==> config.mk <==
export PLATFORM = sky130hd
export DESIGN_NAME = tans_ctrl
export DESIGN_NICKNAME = d
export VERILOG_FILES = /design/src/rtl/core/tans_pkg.sv /design/src/rtl/core/tans_ctrl.sv
export SDC_FILE = /design/constraint.sdc
export NUM_CORES = 1
export LEC_CHECK = 0
export BUFFER_PORTS_ARGS = -buffer_cell sky130_fd_sc_hd__buf_2
export CAP_MARGIN = 20
export CORE_MARGIN = 8
export CORE_UTILIZATION = 30
export CTS_CLUSTER_DIAMETER = 40
export CTS_CLUSTER_SIZE = 20
export DETAILED_ROUTE_END_ITERATION = 8
export GPL_TIMING_DRIVEN = 0
export SLEW_MARGIN = 10
export SYNTH_ARGS = -nofsm -noshare
export SYNTH_HDL_FRONTEND = slang
export SYNTH_SLANG_ARGS = --single-unit
==> constraint.sdc <==
create_clock -name i_clk -period 1.7 [get_ports i_clk]
set_input_delay 0.34 -clock i_clk [delete_from_list [all_inputs] [get_ports i_clk]]
set_output_delay 0.34 -clock i_clk [all_outputs]
set_load 0.1 [all_outputs]
==> src/rtl/core/tans_pkg.sv <==
// Package for the tANS encoder: sizes, codes, controller states,
// command/status structs and small helper functions. No dependencies.
package tans_pkg;

    localparam int ALPHABET  = 256;
    localparam int MAX_LOG   = 12;
    localparam int LOG_MIN   = 5;
    localparam int SYM_W     = 8;
    localparam int LOG_W     = 4;
    localparam int ALPHA_W   = 9;
    localparam int CNT_W     = 13;
    localparam int ST_W      = MAX_LOG + 1;
    localparam int TBL_MAX   = 1 << MAX_LOG;
    localparam int TBL_AW    = MAX_LOG;
    localparam int STO_W     = 14;
    localparam int BOF_W     = 18;
    localparam int TOT_W     = 21;
    localparam int IDX_W     = 13;
    localparam int BITS_W    = 12;
    localparam int LOG_RST   = 11;
    localparam int ALPHA_RST = 256;

    typedef enum logic [1:0] {
        OP_LOAD   = 2'd0,
        OP_BUILD  = 2'd1,
        OP_ENCODE = 2'd2,
        OP_FINAL  = 2'd3
    } t_op;

    typedef enum logic [1:0] {
        K_ACK   = 2'd0,
        K_CHUNK = 2'd1,
        K_FINAL = 2'd2,
        K_ERROR = 2'd3
    } t_kind;

    typedef enum logic [1:0] {
        E_NONE = 2'd0,
        E_SUM  = 2'd1,
        E_SYM  = 2'd2
    } t_err;

    typedef enum logic [2:0] {
        R_ACK,
        R_ESUM,
        R_ESYM,
        R_CHUNK,
        R_FINAL
    } t_res;

    typedef enum logic [4:0] {
        S_IDLE,
        S_DISPATCH,
        S_SUM_RD,
        S_SUM_ACC,
        S_CHECK,
        S_SPR_RD,
        S_SPR_Q,
        S_SPR_WR,
        S_OFF_RD,
        S_OFF_WR,
        S_TAB_RD,
        S_TAB_SYM,
        S_TAB_WR,
        S_FIN,
        S_ENC_IDX,
        S_ENC_ST,
        S_RES
    } t_state;

    typedef struct packed {
        logic capture;
        logic load_wr;
        logic idx_clr;
        logic idx_inc;
        logic tot_clr;
        logic tot_acc;
        logic spr_init;
        logic q_latch;
        logic rep_inc;
        logic spr_wr;
        logic off_wr;
        logic rd_tab;
        logic tsym_latch;
        logic tab_wr;
        logic enc_idx;
        logic enc_st;
        logic build_fin;
        logic pend_wr;
        t_res pend_sel;
        logic out_load;
    } t_cmd;

    typedef struct packed {
        t_op  op;
        logic last_sum;
        logic sum_ok;
        logic rep_done;
        logic last_sym;
        logic last_slot;
        logic usable;
        logic out_free;
    } t_sts;

    function automatic logic [LOG_W-1:0] eff_log(input logic [LOG_W-1:0] v);
        if (v < LOG_W'(LOG_MIN))
            return LOG_W'(LOG_MIN);
        else if (v > LOG_W'(MAX_LOG))
            return LOG_W'(MAX_LOG);
        else
            return v;
    endfunction

    function automatic logic [ALPHA_W-1:0] eff_alpha(input logic [ALPHA_W-1:0] v);
        if (v == '0)
            return ALPHA_W'(1);
        else if (v > ALPHA_W'(ALPHABET))
            return ALPHA_W'(ALPHABET);
        else
            return v;
    endfunction

    // position of the highest set bit, zero for zero
    function automatic logic [LOG_W-1:0] floor_log2(input logic [CNT_W-1:0] v);
        logic [LOG_W-1:0] e;
        e = '0;
        for (int b = 1; b < CNT_W; b++) begin
            if (v[b])
                e = LOG_W'(b);
        end
        return e;
    endfunction

endpackage

==> src/rtl/core/tans_ctrl.sv <==
// Controller state machine of the tANS encoder: sequences load, build,
// encode and final items. Depends on tans_pkg.
module tans_ctrl (
    input  logic              i_clk,
    input  logic              i_rst_n,
    input  logic              i_in_valid,
    input  tans_pkg::t_sts    i_sts,
    output tans_pkg::t_cmd    o_cmd,
    output logic              o_in_stall,
    output tans_pkg::t_state  o_state
);

    tans_pkg::t_state r_state;
    tans_pkg::t_state n_state;

    always_ff @(posedge i_clk) begin
        if (!i_rst_n)
            r_state <= tans_pkg::S_IDLE;
        else
            r_state <= n_state;
    end

    always_comb begin
        n_state = r_state;
        o_cmd   = '0;
        o_cmd.pend_sel = tans_pkg::R_ACK;
        case (r_state)
            tans_pkg::S_IDLE: begin
                if (i_in_valid) begin
                    o_cmd.capture = 1'b1;
                    n_state = tans_pkg::S_DISPATCH;
                end
            end
            tans_pkg::S_DISPATCH: begin
                case (i_sts.op)
                    tans_pkg::OP_LOAD: begin
                        o_cmd.load_wr = 1'b1;
                        o_cmd.pend_wr = 1'b1;
                        n_state = tans_pkg::S_RES;
                    end
                    tans_pkg::OP_BUILD: begin
                        o_cmd.idx_clr = 1'b1;
                        o_cmd.tot_clr = 1'b1;
                        n_state = tans_pkg::S_SUM_RD;
                    end
                    tans_pkg::OP_ENCODE: begin
                        n_state = tans_pkg::S_ENC_IDX;
                    end
                    default: begin
                        o_cmd.pend_wr  = 1'b1;
                        o_cmd.pend_sel = tans_pkg::R_FINAL;
                        n_state = tans_pkg::S_RES;
                    end
                endcase
            end
            tans_pkg::S_SUM_RD: n_state = tans_pkg::S_SUM_ACC;
            tans_pkg::S_SUM_ACC: begin
                o_cmd.tot_acc = 1'b1;
                if (i_sts.last_sum) begin
                    n_state = tans_pkg::S_CHECK;
                end else begin
                    o_cmd.idx_inc = 1'b1;
                    n_state = tans_pkg::S_SUM_RD;
                end
            end
            tans_pkg::S_CHECK: begin
                if (i_sts.sum_ok) begin
                    o_cmd.idx_clr  = 1'b1;
                    o_cmd.spr_init = 1'b1;
                    n_state = tans_pkg::S_SPR_RD;
                end else begin
                    o_cmd.pend_wr  = 1'b1;
                    o_cmd.pend_sel = tans_pkg::R_ESUM;
                    n_state = tans_pkg::S_RES;
                end
            end
            tans_pkg::S_SPR_RD: n_state = tans_pkg::S_SPR_Q;
            tans_pkg::S_SPR_Q: begin
                o_cmd.q_latch = 1'b1;
                n_state = tans_pkg::S_SPR_WR;
            end
            tans_pkg::S_SPR_WR: begin
                if (!i_sts.rep_done) begin
                    o_cmd.spr_wr  = 1'b1;
                    o_cmd.rep_inc = 1'b1;
                end else if (i_sts.last_sum) begin
                    o_cmd.idx_clr = 1'b1;
                    n_state = tans_pkg::S_OFF_RD;
                end else begin
                    o_cmd.idx_inc = 1'b1;
                    n_state = tans_pkg::S_SPR_RD;
                end
            end
            tans_pkg::S_OFF_RD: n_state = tans_pkg::S_OFF_WR;
            tans_pkg::S_OFF_WR: begin
                o_cmd.off_wr = 1'b1;
                if (i_sts.last_sym) begin
                    o_cmd.idx_clr = 1'b1;
                    n_state = tans_pkg::S_TAB_RD;
                end else begin
                    o_cmd.idx_inc = 1'b1;
                    n_state = tans_pkg::S_OFF_RD;
                end
            end
            tans_pkg::S_TAB_RD: n_state = tans_pkg::S_TAB_SYM;
            tans_pkg::S_TAB_SYM: begin
                o_cmd.rd_tab     = 1'b1;
                o_cmd.tsym_latch = 1'b1;
                n_state = tans_pkg::S_TAB_WR;
            end
            tans_pkg::S_TAB_WR: begin
                o_cmd.tab_wr = 1'b1;
                if (i_sts.last_slot) begin
                    n_state = tans_pkg::S_FIN;
                end else begin
                    o_cmd.idx_inc = 1'b1;
                    n_state = tans_pkg::S_TAB_RD;
                end
            end
            tans_pkg::S_FIN: begin
                o_cmd.build_fin = 1'b1;
                o_cmd.pend_wr   = 1'b1;
                n_state = tans_pkg::S_RES;
            end
            tans_pkg::S_ENC_IDX: begin
                if (i_sts.usable) begin
                    o_cmd.enc_idx = 1'b1;
                    n_state = tans_pkg::S_ENC_ST;
                end else begin
                    o_cmd.pend_wr  = 1'b1;
                    o_cmd.pend_sel = tans_pkg::R_ESYM;
                    n_state = tans_pkg::S_RES;
                end
            end
            tans_pkg::S_ENC_ST: begin
                o_cmd.enc_st   = 1'b1;
                o_cmd.pend_wr  = 1'b1;
                o_cmd.pend_sel = tans_pkg::R_CHUNK;
                n_state = tans_pkg::S_RES;
            end
            tans_pkg::S_RES: begin
                if (i_sts.out_free) begin
                    o_cmd.out_load = 1'b1;
                    n_state = tans_pkg::S_IDLE;
                end
            end
            default: n_state = tans_pkg::S_IDLE;
        endcase
    end

    assign o_in_stall = (r_state != tans_pkg::S_IDLE);
    assign o_state    = r_state;

endmodule

Yosys cells after proc, flatten, opt, wreduce, memory -nomap -nowiden. Index checks and enable logic that the tools add are counted.

Equality and inequality tests: 21. Muxes and demuxes: 46. Reductions and logical operators: 7.

Operators with widths (count): 5-bit case mux with 16 select lines (1); 5-bit by 4-bit equality test with 1-bit output (second input constant) (8); 5-bit 2-to-1 mux (5); 1-bit 2-to-1 mux (24); 5-bit by 3-bit equality test with 1-bit output (second input constant) (4); 4-bit 2-to-1 mux (3); 1-bit case mux with 4 select lines (3); 3-bit case mux with 4 select lines (1); 5-bit by 2-bit equality test with 1-bit output (second input constant) (2); 2-bit 2-to-1 mux (5); 5-bit case mux with 2 select lines (1); 3-bit 2-to-1 mux (3); 2-bit != test (second input constant) (3); 5-bit by 1-bit equality test with 1-bit output (second input constant) (1); 5-bit equality test (second input constant) (1); 5-bit logical NOT (1); 5-bit nonzero test (1); 2-bit OR reduction (2); 3-bit AND reduction (1); 3-bit OR reduction (1); 2-bit by 1-bit equality test with 1-bit output (second input constant) (1); 2-bit equality test (second input constant) (1); 2-bit logical NOT (1).

Bits in registers: 5. Bits of input ports: 12. Output and inout port bits: 28. Logic and storage cells: 75.

Logic depth before layout (Yosys ltp). Gate-level depths: netlist of run 1.

Word-level depth: 4. Mapped depth: 6. Mapped depth without buffers: 5.

Worst setup path after synthesis of run 1. Ideal clock, no wire load.

Path type: register to output. From: register r_state[3], in the netlist o_state[3]. To: output port o_cmd[10] in the netlist's numbering. Arrival time: 5039 ps. Data required time: 1360 ps. Slack: -3679 ps. Cell stages (with the launch flop): 5. Path buffers: 2. Path through: dfxtp_1 -> clkbuf_1 -> nand2_1 -> nor4_1 -> buf_4.

RTL lines: start, declared (line tans_ctrl.sv:13) `tans_pkg::t_state r_state;`; start signal, assigned (line tans_ctrl.sv:18) `r_state <= tans_pkg::S_IDLE;`; start signal, assigned (line tans_ctrl.sv:20) `r_state <= n_state;`; end, declared (line tans_ctrl.sv:8) `output tans_pkg::t_cmd o_cmd,`.

==> results.ini, run 1 <==
[outcome]
outcome=finished, violations left
violations=negative setup slack

[route]
via_per_inst=5.82
vias=1170
drcViolationCount=0
dr.pass1.iters=4
routedWlPerCell_um=20.4
routed_wl_mm=4.10
ant_nets=0
drtIter0Drc=60

[cells_and_area]
layout.area.seq_sq_um=119
diodes=0
final_cells=201
largest_reg_flops=5
nFillCells=139
drive_above_1_share_pct=76.0
fin_area_sq_um=1980
syn_to_final_growth_pct=170
fin_nets=188
multi_input_area_sq_um=798

[setup_path]
crit_fanout=8
worstPathRequired_ps=1360
r2r_slack_ps=10
crit_buf_inv=1
crit_type=register to output port
cp_slowest_stage_delay_ps=400
path_delay_family=compound AO/OA/AOI/OAI gates
startpoint_type=register
path_cells=and2b_2 > nand3_4 > o32ai_4 > a311o_2 > buf_12
r2r-start=o_state[1]
end_kind=output port
reg2reg_to=o_state[1]
arrival_ps=1670
critPathSlowestCell=dfxtp_4
r2r_cells=8

[die]
chipWidth_um=65.4
ios=40
core_region_area_sq_um=2390
fp.dieH_um=65.4
rows=18
fp.dieArea_sq_um=4270
initial_core_util_pct=30.6

[global_route]
grt_max_degree=11
grt_overflow=0
grt_first_pass_wirelength_mm=5.64
grt_pass1_vias=1132
gr-usage-all-layers_pct=16.5
antenna_found_initial=0

[placed_design]
place.gp.congestion=0.866
dpl_worst_slack_ps=-334
port_buffers=39
dp_cells=164
dpl-instance-area_sq_um=1170
dpl.hpwl_mm=2.31

[sta]
hold_slack_ps=340
slew_viol_final=0
timing.final.ws_setup_ps=-311
hold_viol=0
rsz0062_at_grt=yes
fin_worst_skew_ps=11.7
setup_violations=20
worst_pin_slew_ps=494
fin_crit_sh_pct=118
period_minus_slack_ps=2010
relSlewSlack_pct=67.3
timing.fmax_mhz=497

[clocking]
ctsRootBufferMaster=clkbuf_4
clkLatencyLatePin_ps=250
clkTransAtPathRegs_ps=50
clkSinkCount=5
h-tree-depth=1
cts_tree=yes
clk_path_buf_depth=2
numCtsBuffers=3

[yosys]
yosys_most_used_dff=dfxtp_1
synth_warnings=0
syn-num-nets=111
synth.ff_latch_count=5
async_flop_share_pct=0
netlist_instances=95
yosys.cell_types.count=46
post-synth-top-area-cell=dfxtp_1
synthTopCellsByArea=dfxtp_1, ha_1, and3_1
synth_area_per_cell_sq_um=7.69
yosysSeqAreaShare_pct=13.7
synth_common_cells=nor2_1, inv_1, and3_1, dfxtp_1
syn_area_sq_um=731
synth_edf_count=0
yosysTopAreaCellShare_pct=13.7
synth.most_common_cell=nor2_1

[power]
peakVddDrop_mv=1.25
totalPowerFinal_uw=1950
cellLeakagePower_uw=0.000851
p_per_area_nw_per_um2=985

[hold_path]
hold_path_class=input port to register
hold_depth=2
min_from=i_rst_n
hold_end=o_state[1]

[flow_run]
maxCapViolations=0

-- area by class of cell --
cell class	count	share of cell area (%)
buffer	7	6.33
clock buffer	4	1.33
inverter	8	2.09
multi-input combinational	74	40.4
sequential	5	6.02
tap	30	1.90
timing repair buffer	73	41.9
-- cell families (layout without fill, tap and decap cells) --
kind of cell / count (synthesis) / in the layout / synth area share, %
and+or+nand+nor: 46 / 46 / 40.8
AOI/OAI and AO/OA: 23 / 23 / 25.5
buffers and inverters: 16 / 92 / 12.0
DFF: 5 / 5 / 13.7
adders and majority gates: 4 / 4 / 6.85
xor gates and xnor gates: 1 / 1 / 1.20
-- stage by stage --
step	setup TNS [ps]	utilization, %
finish	-3160	82.8
global route	-4790	82.8
CTS	-2610	71.6
detailed placement	-2510	49.2
global placement	-2410	49.2
floorplan	-7750	-
-- worst max-delay path by stage --
| stage | end | start | depth (start not counted) |
|---|---|---|---|
| 6_report | o_cmd[18] | o_state[3] | 5 |
| 3_5_place_dp | o_cmd[18] | o_state[4] | 6 |
| 5_1_grt | o_cmd[18] | o_state[3] | 5 |
| 2_1_floorplan | o_cmd[10] | o_state[3] | 4 |
| 3_3_place_gp | o_cmd[18] | o_state[4] | 6 |
| 4_1_cts | o_cmd[18] | o_state[3] | 5 |
-- cell usage in the layout (no fill, tap or decap), types with 4 or more instances in the layout --
cell type   n
nor3_4      5
buf_6      11
buf_12     24
nor2_4      6
inv_1       4
dfxtp_4     5
ha_1        4
and3_4      6
buf_4      25
buf_2      16
-- repair_timing --
item / in CTS / in global routing
endpoints found under the setup margin: 23 / 23
setup buffers: 18 / 16
hold buffers: 0 / 0
pin swaps: 8 / 12
resized for setup: 96 / 35
-- worst reg2reg max path: cells and delay by family (launching register included) --
family,cells,cell delay [ps]
and+or+nand+nor,1,180
DFF,1,360
buffers and inverters,4,540
AOI/OAI and AO/OA,3,540
-- report_power, final --
group | switching [uW] | total, uW | internal, uW
clock | 52.9 | 142 | 89.0
combinational | 972 | 1600 | 624
sequential | 61.3 | 208 | 147
total | 1090 | 1950 | 860
-- layer usage --
metal  share of wire [%]  vias up  GRT usage (%)
li1                    -      515              -
met1                  34      556           18.1
met2                  51       79           29.8
met3                  10       20           5.95
met4                 4.9        0           3.27
met5                   0        -              0
No activity file was read; power rests on OpenSTA's default activity.
==> inputs of run 2 (changes only) <==
--- a/config.mk
+++ b/config.mk
@@ -10,3 +10,3 @@
 export CORE_MARGIN = 8
-export CORE_UTILIZATION = 30
+export CORE_UTILIZATION = 44
 export CTS_CLUSTER_DIAMETER = 40
@@ -15,2 +15,3 @@
 export GPL_TIMING_DRIVEN = 0
+export PLACE_DENSITY = 0.79
 export SLEW_MARGIN = 10
==> constraint.sdc (replaced) <==
create_clock -name i_clk -period 1.7 [get_ports i_clk]
set_input_delay 0.17 -clock i_clk [delete_from_list [all_inputs] [get_ports i_clk]]
set_output_delay 0.17 -clock i_clk [all_outputs]
set_load 0.1 [all_outputs]
==> results.ini, run 2 <==
[clocking]
numCtsBuffers=3
post_cts_buffers=9
cts-resized-gates=60
ctsRootBufferMaster=clkbuf_4
clk_path_buf_depth=2
h-tree-depth=1
clkSinkCount=5
postCtsHoldBufs=0

[placed_design]
dpl.hpwl_mm=2.13
place.gp.congestion=0.893
port_buffers=39

[yosys]
async_flop_share_pct=0
synth_edf_count=0
yosysSeqAreaShare_pct=13.7
synth_top_family_by_area=simple AND/OR/NAND/NOR gates
synthTopCellsByArea=dfxtp_1, ha_1, and3_1
synth-compound-area-share_pct=25.5
synth_area_per_cell_sq_um=7.69
synth_xor_area_share_pct=1.20
syn-num-nets=111
synth_warnings=0
yosys_most_used_dff=dfxtp_1
syn_area_sq_um=731
post-synth-top-area-cell=dfxtp_1
synth.ff_latch_count=5
yosys.cell_types.count=46
synth_common_cells=nor2_1, inv_1, and3_1, dfxtp_1
synth.most_common_cell=nor2_1
yosys.area_share.simple_pct=40.8
yosysTopAreaCellShare_pct=13.7
synthAdderAreaFrac_pct=6.85
synthMuxAreaShare_pct=0
netlist_instances=95

[outcome]
error_line=[ERROR DPL-0033] detailed placement checks failed during check placement.
stop_stage=4_1_cts
outcome=stopped before the end

[die]
rows=14
initial_core_util_pct=47.9
chipWidth_um=56.8
ios=40
fp.dieH_um=56.8

-- run 2: cell counts after synthesis --
No cell type changed its count.
-- run 2: metrics by stage --
step                hold slack [ps]  setup WS (ps)  TNS, ps  cells  cell area (sq um)
floorplan                       287           -790    -5740     95                921
detailed placement              425           -131     -347    150               1140
global placement                440           -119     -288    150               1140
-- run 2: cells by family after synthesis --
group                      Yosys count
xor gates and xnor gates             1
AOI/OAI and AO/OA                   23
adders and majority gates            4
buffers and inverters               16
DFF                                  5
and+or+nand+nor                     46
==> inputs of run 3 (changes only) <==
Settings changed: CORE_AREA from default to 8 8 69 71, CORE_MARGIN 8 to default, CORE_UTILIZATION 44 to default, CTS_CLUSTER_DIAMETER 40 to default, CTS_CLUSTER_SIZE 20 to default, DIE_AREA from default to 0 0 77 79, PLACE_DENSITY 0.79 to default, PLACE_DENSITY_LB_ADDON from default to 0.15.
==> results.ini, run 3 (synthesis gave the netlist of run 1 again) <==
[sta]
fin_crit_sh_pct=103
hold_viol=0
rsz0062_at_grt=yes
relSlewSlack_pct=67.3
timing.final.ws_setup_ps=-44.0
fin_worst_skew_ps=0.449
setup_violations=4
worst_pin_slew_ps=493
timing.fmax_mhz=573
period_minus_slack_ps=1740
slew_viol_final=0

[clocking]
postCtsHoldBufs=0
h-tree-depth=1
cts_tree=yes
clk_path_buf_depth=2
clkSinkCount=5
clkLatencyLatePin_ps=220
numCtsBuffers=3
ctsRootBufferMaster=clkbuf_8
clkTransAtPathRegs_ps=30

[power]
seq_power_share_pct=12.0
peakVddDrop_mv=0.713
clock_power_share_pct=12.6
power_switching_uw=963
p_per_area_nw_per_um2=1070
switching_share_pct=56.4
p_int_uw=746
power_frac_comb_pct=75.4
cellLeakagePower_uw=0.000718

[cells_and_area]
fin_nets=171
syn_to_final_growth_pct=120
final_cells=204
most-common-layout-cells=buf_4, buf_2, buf_12
largest_reg_flops=5
multi_input_area_sq_um=718
fin_util_pct=42.2
layout.area.seq_sq_um=119
final_common_cell=buf_4
drive_above_1_share_pct=69.5
diodes=0
nFillCells=401

[global_route]
grt_overflow=0
grt_pass1_vias=1034
grt_first_pass_wirelength_mm=5.22
antenna_found_initial=0
gr-usage-all-layers_pct=10.4
grt_max_degree=11

[die]
fp.dieH_um=79
fp.dieArea_sq_um=6080
ios=40
core_region_area_sq_um=3800
rows=23
chipWidth_um=77
initial_core_util_pct=19.2

[setup_path]
crit_start=o_state[3]
critPathSlowestCell=dfxtp_4
worstPathRequired_ps=1530
path_depth=5
path_cells=and2b_2 > nand3_4 > o32ai_2 > a311o_2 > buf_12
crit_fanout=8
path_delay_family=compound AO/OA/AOI/OAI gates
cp_slowest_stage_delay_ps=390
startpoint_type=register
crit_type=register to output port
r2r_cells=7
arrival_ps=1570
r2r-start=o_state[4]
crit_buf_inv=1
end_kind=output port

[route]
drcViolationCount=0
routedWlPerCell_um=15.7
ant_nets=0
vias=960
dr.pass1.iters=4
routed_wl_mm=3.20
drtIter0Drc=41
via_per_inst=4.71

[placed_design]
place.gp.congestion=0.760
dpl.hpwl_mm=2.46
dp_cells=184
port_buffers=39

[hold_path]
hold_depth=2
min_from=i_rst_n
hold_path_class=input port to register

[flow_run]
maxCapViolations=0

[outcome]
violations=negative setup slack
outcome=finished, violations left

run 3: path summary, 6_finish.rpt:
path                end  slack, ps
max reg2reg  o_state[1]         30
max           o_cmd[18]        -40
min reg2reg  o_state[0]        820
min          o_state[4]        220
run 3: area by class of cell:
type	count	area share [%]
multi-input combinational	74	44.8
clock buffer	4	2.81
tap	50	3.90
inverter	8	2.57
sequential	5	7.41
buffer	7	7.80
timing repair buffer	56	30.7
run 3: repair_timing:
| item | 4_1_cts | 5_1_grt |
|---|---|---|
| resized for setup | 48 | 21 |
| setup endpoints to repair | 19 | 17 |
| setup buffers | 12 | 5 |
| pin swaps | 5 | 5 |
| endpoints found under the hold margin | 0 | 0 |
run 3: per-layer routing:
layer | track usage (%) | vias to the layer above | wire length, um
met4 | 3.02 | 0 | 54
met3 | 3.05 | 6 | 174
li1 | - | 477 | -
met5 | 0 | - | 0
met2 | 17.4 | 29 | 1560
met1 | 12.5 | 448 | 1410
run 3: power by group through the flow:
stage,logic (uW),clock network [uW],registers (uW)
3_5_place_dp,1040,0,190
4_1_cts,1220,220,202
5_1_grt,1350,230,213
2_1_floorplan,727,0,327
3_3_place_gp,1040,0,189
6_report,1290,215,205
run 3: through the flow:
stage	TNS, ps	area (sq um)	total power (uW)	setup WS (ps)	hold slack [ps]
2_1_floorplan	-5740	921	1050	-790	287
3_3_place_gp	-715	1180	1230	-178	446
3_5_place_dp	-693	1180	1230	-170	439
4_1_cts	-104	1490	1640	-37.1	211
5_1_grt	-483	1600	1800	-92.4	238
6_report	-109	1600	1710	-44.0	221
==> inputs of run 4 (changes only) <==
Settings changed: PLACE_DENSITY from default to 0.4, PLACE_DENSITY_LB_ADDON 0.15 to default.
==> results.ini, run 4 (synthesis gave the netlist of run 1 again) <==
[outcome]
outcome=finished, violations left
violations=negative setup slack

[setup_path]
end_kind=output port
crit_fanout=8
crit_type=register to output port
startpoint_type=register
worstPathRequired_ps=1530
arrival_ps=1570

[power]
power_frac_comb_pct=74.1
clock_power_share_pct=12.9
totalPowerFinal_uw=1670
power_switching_uw=964
peakVddDrop_mv=0.925
switching_share_pct=57.8
cellLeakagePower_uw=0.000713
p_per_area_nw_per_um2=1040
p_int_uw=704
seq_power_share_pct=13.1

[clocking]
clkTransAtPathRegs_ps=30
ctsRootBufferMaster=clkbuf_8
clkSinkCount=5
numCtsBuffers=3
clk_path_buf_depth=2
cts_tree=yes
postCtsHoldBufs=0
clkLatencyLatePin_ps=220
h-tree-depth=1

[cells_and_area]
diodes=0
syn_to_final_growth_pct=120
fin_nets=169
layout.area.seq_sq_um=119
nFillCells=399
multi_input_area_sq_um=737
final_common_cell=buf_4
most-common-layout-cells=buf_4, buf_2, buf_12, buf_6, dfxtp_4
largest_reg_flops=5
fin_util_pct=42.2
drive_above_1_share_pct=71.1

[die]
fp.dieArea_sq_um=6080
chipWidth_um=77
fp.dieH_um=79
core_region_area_sq_um=3800
initial_core_util_pct=19.2
rows=23
ios=40

[sta]
final.setup.tns_ps=-69.5
hold_viol=0
fin_crit_sh_pct=102
worst_pin_slew_ps=491
timing.fmax_mhz=576
timing.final.ws_setup_ps=-35.4
hold_slack_ps=223
fin_worst_skew_ps=1.80
period_minus_slack_ps=1740
relSlewSlack_pct=67.5
slew_viol_final=0
setup_violations=3
rsz0062_at_grt=yes

[placed_design]
port_buffers=39
place.gp.congestion=0.769
dpl.hpwl_mm=2.61

[route]
ant_nets=0
drtIter0Drc=49
via_per_inst=4.84
routedWlPerCell_um=16.1
dr.pass1.iters=4
vias=977
routed_wl_mm=3.25
drcViolationCount=0

[global_route]
grt_pass1_vias=1055
gr-usage-all-layers_pct=10.6
grt_first_pass_wirelength_mm=5.29
grt_overflow=0
grt_max_degree=11
antenna_found_initial=0

[hold_path]
hold_path_class=input port to register

[flow_run]
maxCapViolations=0

run 4: changes by cell type in the layout (fill, tap and decap cells not counted), moves of 2 or more:
cell,previous run,this run
nor3_1,2,0
nor2_2,1,3
nor3_2,1,3
buf_4,20,22
buf_12,10,8
clkbuf_4,4,2
run 4: worst max-delay path, stage by stage (launching register included):
cell and delay, ps:
dfxtp_4 400, and2b_2 270, nand3_4 80, o32ai_4 80
a311o_2 350, buf_12 170
run 4: area by class of cell:
class	instances	share of cell area (%)
multi-input combinational	74	45.9
inverter	8	2.73
tap	50	3.90
timing repair buffer	55	30.9
clock buffer	4	2.81
buffer	6	6.32
sequential	5	7.41
run 4: metal layers:
layer | up-vias | GRT usage (%) | share of wire (%)
met4 | 0 | 2.83 | 1.1
met1 | 472 | 12.7 | 42
met3 | 4 | 2.60 | 5.0
met2 | 27 | 18.4 | 51
li1 | 474 | - | -
met5 | - | 0 | 0
run 4: final timing paths:
check | startpoint | end | slack (ps) | cells past startpoint
setup / recovery | o_state[3] | o_cmd[18] | -40 | 5
hold / removal | i_rst_n | o_state[4] | 220 | 2
setup reg to reg | o_state[4] | o_state[1] | 210 | 4
hold reg to reg | o_state[4] | o_state[0] | 830 | 4
run 4: per-stage QoR:
stage / cell area (sq um) / setup WS, ps / instances
3_3_place_gp: 1180 / -194 / 184
2_1_floorplan: 921 / -790 / 95
5_1_grt: 1600 / -101 / 202
3_5_place_dp: 1180 / -191 / 184
6_report: 1600 / -35.4 / 202
4_1_cts: 1490 / -73.0 / 196
run 4: power by group through the flow:
stage | clock network [uW] | logic [uW] | registers, uW
floorplan | 0 | 727 | 327
global placement | 0 | 1050 | 188
detailed placement | 0 | 1050 | 190
CTS | 222 | 1190 | 206
global route | 231 | 1300 | 225
finish | 214 | 1240 | 218
run 4: timing repair:
item / in CTS / in global routing
resized for setup: 50 / 20
pin swaps: 5 / 10
setup endpoints to repair: 18 / 13
setup buffers: 9 / 7
